## src/design/glc_pkg.sv

```systemverilog
// Shared types and constants for the glyph code lookup block.
package glc_pkg;

    localparam int BYTE_BITS   = 8;
    localparam int CODE_BITS   = 16;
    localparam int INDEX_BITS  = 10;
    localparam int COUNT_BITS  = 11;
    localparam int CFG_IDX_BITS = 1;

    localparam logic [CFG_IDX_BITS-1:0] CFG_ESCAPE_BYTE = 1'b0;
    localparam logic [CFG_IDX_BITS-1:0] CFG_ENTRY_COUNT = 1'b1;

    localparam logic [BYTE_BITS-1:0]  ESCAPE_RESET = 8'hFF;
    localparam logic [COUNT_BITS-1:0] COUNT_RESET  = '0;

    // Action codes of an input transaction
    localparam logic ACT_TABLE_WRITE = 1'b0;
    localparam logic ACT_TEXT_BYTE   = 1'b1;

    typedef struct packed {
        logic                 start;
        logic [CODE_BITS-1:0] code;
    } srch_req_t;

    typedef struct packed {
        logic [INDEX_BITS-1:0] glyph_index;
        logic                  found;
        logic [CODE_BITS-1:0]  char_code;
    } srch_res_t;

endpackage

```

## src/design/glc_search.sv

```systemverilog
// Binary search sequencer: one table probe per cycle over the sorted code table.
module glc_search #(
    parameter int DEPTH = 1024,
    parameter int AW    = $clog2(DEPTH),
    parameter int CW    = $clog2(DEPTH + 1)
) (
    input  logic                          clk,
    input  logic                          rst_n,
    input  glc_pkg::srch_req_t            req,
    input  logic [CW-1:0]                 count,
    output logic                          rd_en,
    output logic [AW-1:0]                 rd_addr,
    input  logic [glc_pkg::CODE_BITS-1:0] rd_data,
    output logic                          idle,
    output logic                          res_valid,
    output glc_pkg::srch_res_t            res,
    input  logic                          res_take
);
    import glc_pkg::*;

    typedef enum logic [2:0] {
        S_IDLE  = 3'b001,
        S_PROBE = 3'b010,
        S_DONE  = 3'b100
    } srch_state_t;

    srch_state_t          state_reg, state_next;
    logic [CW-1:0]        left_reg, left_next;
    logic [CW-1:0]        rp1_reg, rp1_next;     // right bound plus one
    logic [AW-1:0]        mid_reg, mid_next;
    logic [CODE_BITS-1:0] code_reg, code_next;
    logic                 found_reg, found_next;
    logic [AW-1:0]        pos_reg, pos_next;

    logic                 probe_eq;
    logic                 probe_lt;
    logic [CW-1:0]        mid_ext;
    logic [CW-1:0]        new_left;
    logic [CW-1:0]        new_rp1;
    logic [CW:0]          mid_sum;
    logic [CW-1:0]        count_m1;

    assign probe_eq = (rd_data == code_reg);
    assign probe_lt = (rd_data < code_reg);
    assign mid_ext  = CW'(mid_reg);
    assign new_left = probe_lt ? (mid_ext + CW'(1)) : left_reg;
    assign new_rp1  = probe_lt ? rp1_reg : mid_ext;
    assign mid_sum  = (CW+1)'(new_left) + (CW+1)'(new_rp1) - (CW+1)'(1);
    assign count_m1 = count - CW'(1);

    always_comb
    begin
        state_next = state_reg;
        left_next  = left_reg;
        rp1_next   = rp1_reg;
        mid_next   = mid_reg;
        code_next  = code_reg;
        found_next = found_reg;
        pos_next   = pos_reg;
        rd_en      = 1'b0;
        rd_addr    = mid_reg;

        unique case (state_reg)
            S_IDLE:
            begin
                if (req.start)
                begin
                    code_next  = req.code;
                    found_next = 1'b0;
                    pos_next   = '0;
                    if (count == '0)
                    begin
                        state_next = S_DONE;
                    end
                    else
                    begin
                        // first probe at the middle of [0, count-1]
                        left_next  = '0;
                        rp1_next   = count;
                        mid_next   = AW'(count_m1 >> 1);
                        rd_en      = 1'b1;
                        rd_addr    = mid_next;
                        state_next = S_PROBE;
                    end
                end
            end
            S_PROBE:
            begin
                if (probe_eq)
                begin
                    found_next = 1'b1;
                    pos_next   = mid_reg;
                    state_next = S_DONE;
                end
                else if (new_left < new_rp1)
                begin
                    left_next = new_left;
                    rp1_next  = new_rp1;
                    mid_next  = AW'(mid_sum >> 1);
                    rd_en     = 1'b1;
                    rd_addr   = mid_next;
                end
                else
                begin
                    state_next = S_DONE;
                end
            end
            S_DONE:
            begin
                if (res_take)
                begin
                    state_next = S_IDLE;
                end
            end
            default:
            begin
                state_next = S_IDLE;
            end
        endcase
    end

    always_ff @(posedge clk or negedge rst_n)
    begin
        if (!rst_n)
        begin
            state_reg <= S_IDLE;
        end
        else
        begin
            state_reg <= state_next;
        end
    end

    always_ff @(posedge clk)
    begin
        left_reg  <= left_next;
        rp1_reg   <= rp1_next;
        mid_reg   <= mid_next;
        code_reg  <= code_next;
        found_reg <= found_next;
        pos_reg   <= pos_next;
    end

    assign idle            = (state_reg == S_IDLE);
    assign res_valid       = (state_reg == S_DONE);
    assign res.glyph_index = INDEX_BITS'(pos_reg);
    assign res.found       = found_reg;
    assign res.char_code   = code_reg;

    a_probe_bounds: assert property (@(posedge clk) disable iff (!rst_n)
        (state_reg == S_PROBE) |-> (left_reg < rp1_reg))
        else $error("search probing with an empty interval");

    a_miss_index_zero: assert property (@(posedge clk) disable iff (!rst_n)
        (res_valid && !res.found) |-> (res.glyph_index == '0))
        else $error("missed code reported with a nonzero glyph index");

    a_start_when_idle: assert property (@(posedge clk) disable iff (!rst_n)
        req.start |-> (state_reg == S_IDLE))
        else $error("search started while busy");

endmodule

```

## config.mk

```make
export PLATFORM = sky130hd
export DESIGN_NAME = glc_search
export DESIGN_NICKNAME = d
export VERILOG_FILES = /design/src/design/glc_pkg.sv /design/src/design/glc_search.sv
export SDC_FILE = /design/constraint.sdc
export NUM_CORES = 1
export LEC_CHECK = 0
export BUFFER_PORTS_ARGS = -buffer_cell sky130_fd_sc_hd__buf_2
export CAP_MARGIN = 40
export CELL_PAD_IN_SITES_DETAIL_PLACEMENT = 0
export CELL_PAD_IN_SITES_GLOBAL_PLACEMENT = 1
export CORE_MARGIN = 2
export CORE_UTILIZATION = 43
export DETAILED_ROUTE_END_ITERATION = 6
export PLACE_DENSITY_LB_ADDON = 0.12
export SKIP_LAST_GASP = 1
export SYNTH_ARGS = -nofsm -noshare
export SYNTH_HDL_FRONTEND = slang
export SYNTH_SLANG_ARGS = --single-unit
```

## constraint.sdc

```tcl
create_clock -name clk -period 5.85 [get_ports clk]
set_input_delay 0.2925 -clock clk [delete_from_list [all_inputs] [get_ports clk]]
set_output_delay 0.2925 -clock clk [all_outputs]
set_load 0.01 [all_outputs]
```

==> impl_metrics.toml <==
[sta]
slew_viol_final = 0
finalHoldViolations = 0
finalSetupViolCount = 0
skew_ns = 0.0133
grt_setup_unrepaired = "no"
tns_ns = 0
layout_setup_ws_ns = 0.349
post-route-period-util_pct = 94.0
fin_crit_ns = 5.50
max_slew_margin_pct = 54.1
timing.fmax_mhz = 182
max_slew.worst_pin.slew_ns = 0.688

[synthesis]
synth_edf_count = 49
synth_seq_cells = 62
synthDistinctLibCells = 68
synthCells = 444
yosys_warnings = 0
synth_most_common_cell = "edfxtp_1"
synthFlopType = "edfxtp_1"
syn_nets = 536
synthTopCellsByArea = "edfxtp_1 34%, ha_1 13%, dfxtp_1 4.6%, inv_1 4.2%, nor2_1 3.7%"
yosysTopAreaCellShare_pct = 34.1
synth_area_per_cell_um2 = 9.71
netlist_top_cells_count = "49 x edfxtp_1, 48 x inv_1, 44 x ha_1, 43 x nor2_1, 34 x nand2_1"
ys_seq_area_share_pct = 40.5
synth_area_mm2 = 0.00431
synth_largest_area_cell = "edfxtp_1"
synth-async-reset-ratio_pct = 4.84

[place]
pre_cts_ws_ns = 0.645
place_hpwl_um = 8060
port_buffers = 86
place.gp.congestion = 0.897

[cells_and_area]
largest_reg_flops = 16
n_antenna_cell = 0
nets = 625
drive_gt1_share_pct = 23.6
fillerInstances = 953
area_growth_pct = 20.2

[detailed_routing]
drtIter0Drc = 224
wire_per_inst_um = 15.6
ant_nets = 0
avgViaCountPerCell = 5.21
vias = 3499
drc_errors = 0
firstDrtPassIters = 4
postRouteWirelength_um = 10500

[floorplanning]
die_h_um = 104
core_area_mm2 = 0.00977
ios = 87
dieArea_mm2 = 0.0108
initial_core_util_pct = 44.1
row_count = 36
die_w_um = 104

[worst_hold_path]
hold_depth = 1
worstHoldStart = "req[1]"
min_to = "code_reg[1]"
hp-class = "in -> reg"

[critical_path]
ff2ff_path_depth = 20
path_cells = "inv_1 > ha_1 > nand4_4 > nor4_4 > o21ai_2 > nand3_1 > buf_4 > nor2_1 > a21oi_1 > inv_1 > ha_1 > ha_1 > a21oi_2 > or3_1 > nor4_1 > o31a_1 > a41oi_2 > a211oi_1 > or3_1 > a31o_1 > buf_2"
r2r-end = "mid_reg[9]"
crit_path_end_kind = "output pin"
r2r_slack_ns = 1.03
worst_path_most_repeated_cell = "ha_1"
crit_type = "reg -> out"
crit_family = "compound AO/OA/AOI/OAI gates"
worstPathBufferInverterCount = 4
crit_arrival_ns = 5.21
worst_path_max_delay_cell = "nor4_4"
start_kind = "register"
cp_max_fo = 20
r2r_start = "code_reg[15]"
cpPeakStageDelay_ns = 0.44
worst_ep_required_time_ns = 5.56

[power]
power.density_mw_per_mm2 = 642
leakage_nw = 2.37
peakVddDrop_mv = 0.347

[grt]
grt-ovfl-total = 0
grt_pass1_wl_um = 17500
grt_pass1_vias = 3515
antenna_found_initial = 0
grt_usage_pct = 20.4
grt_max_degree = 36

[clock_tree]
numCtsBuffers = 9
clock_sinks = 62
h-tree-depth = 3
postCtsSetupRepairBufs = 0
cts_tree = "yes"
clk_latency_ns = 0.36
clock-root-buffer = "clkbuf_8"
cts.clk_slew.worst_paths_ns = 0.08
clockBufferDepth = 2

[run_status]
status = "completed"

[run]
drv_cap = 0
==> kinds of logic (layout without fill, tap and decap cells) <==
group / after synthesis / in the layout / synth area share (%)
buf+inv: 63 / 157 / 5.60
xor+xnor: 25 / 25 / 5.08
compound gates: 93 / 93 / 15.8
flops: 62 / 62 / 40.5
simple gates: 146 / 146 / 17.4
fa+ha+maj: 45 / 45 / 13.2
mux: 10 / 10 / 2.32
==> metrics by stage <==
stage                     std cells  hold WS, ns  power [mW]  instance area [um2]  util [%]
after floorplan                 444     -0.00309        2.24                 4310         -
after detailed placement        654       0.0898        2.78                 4900      50.1
after global routing            671       0.0922        3.63                 5180      53.0
after global placement          653       0.0902        2.77                 4890      50.0
final                           671       0.0986        3.33                 5180      53.0
after CTS                       671       0.0929        3.33                 5180      53.0
==> where the power goes <==
part           switching [mW]  total [mW]  leakage, nW  internal [mW]
Combinational            1.18        2.01         1.64          0.835
Sequential              0.132       0.800        0.591          0.668
Clock                   0.189       0.518        0.134          0.328
Total                    1.50        3.33         2.37           1.83
==> layout by cell type, fill, tap and decap left out, types with 9 or more instances in the layout <==
| cell | synthesis | final |
|---|---|---|
| a21oi_1 | 25 | 24 |
| clkbuf_8 | 0 | 9 |
| nand3_1 | 12 | 12 |
| ha_1 | 44 | 44 |
| a21o_1 | 9 | 9 |
| edfxtp_1 | 49 | 49 |
| nor2_1 | 43 | 43 |
| buf_2 | 1 | 86 |
| nand2_1 | 34 | 34 |
| xnor2_1 | 18 | 18 |
| dfxtp_1 | 10 | 10 |
| and2_1 | 13 | 13 |
| mux2i_1 | 10 | 10 |
| o21ai_0 | 13 | 13 |
| inv_1 | 48 | 48 |
==> area by class of cell <==
cell class | count | area (um2) | share of cell area (%)
clock buffer | 9 | 124 | 2.39
clock inverter | 7 | 146 | 2.82
inverter | 48 | 180 | 3.47
multi-input combinational | 319 | 2330 | 44.9
sequential | 62 | 1750 | 33.7
tap | 133 | 166 | 3.21
timing repair buffer | 93 | 493 | 9.51
==> per-layer routing <==
metal / routed length, um / vias up / global-route usage (%)
met5: 0 / - / 0
met4: 116 / 0 / 6.66
met3: 485 / 11 / 3.63
met2: 4620 / 79 / 31.9
met1: 5220 / 1643 / 28.8
li1: - / 1766 / -
==> how the worst max path moves through the flow <==
stage | from | to | cells past startpoint
after floorplan | code_reg[15] | rd_addr[9] | 21
after CTS | code_reg[15] | rd_addr[9] | 21
after global routing | code_reg[15] | rd_addr[9] | 21
final | code_reg[15] | rd_addr[9] | 21
after global placement | rd_data[7] | rd_addr[9] | 19
after detailed placement | rd_data[15] | rd_addr[9] | 21
==> repair_timing <==
item | in CTS | in global routing
hold endpoints to repair | 3 | 0
gates resized for setup | 0 | 1
hold buffers | 1 | 0
endpoints found under the setup margin | 0 | 2
Power figures use the tool's default switching activity.
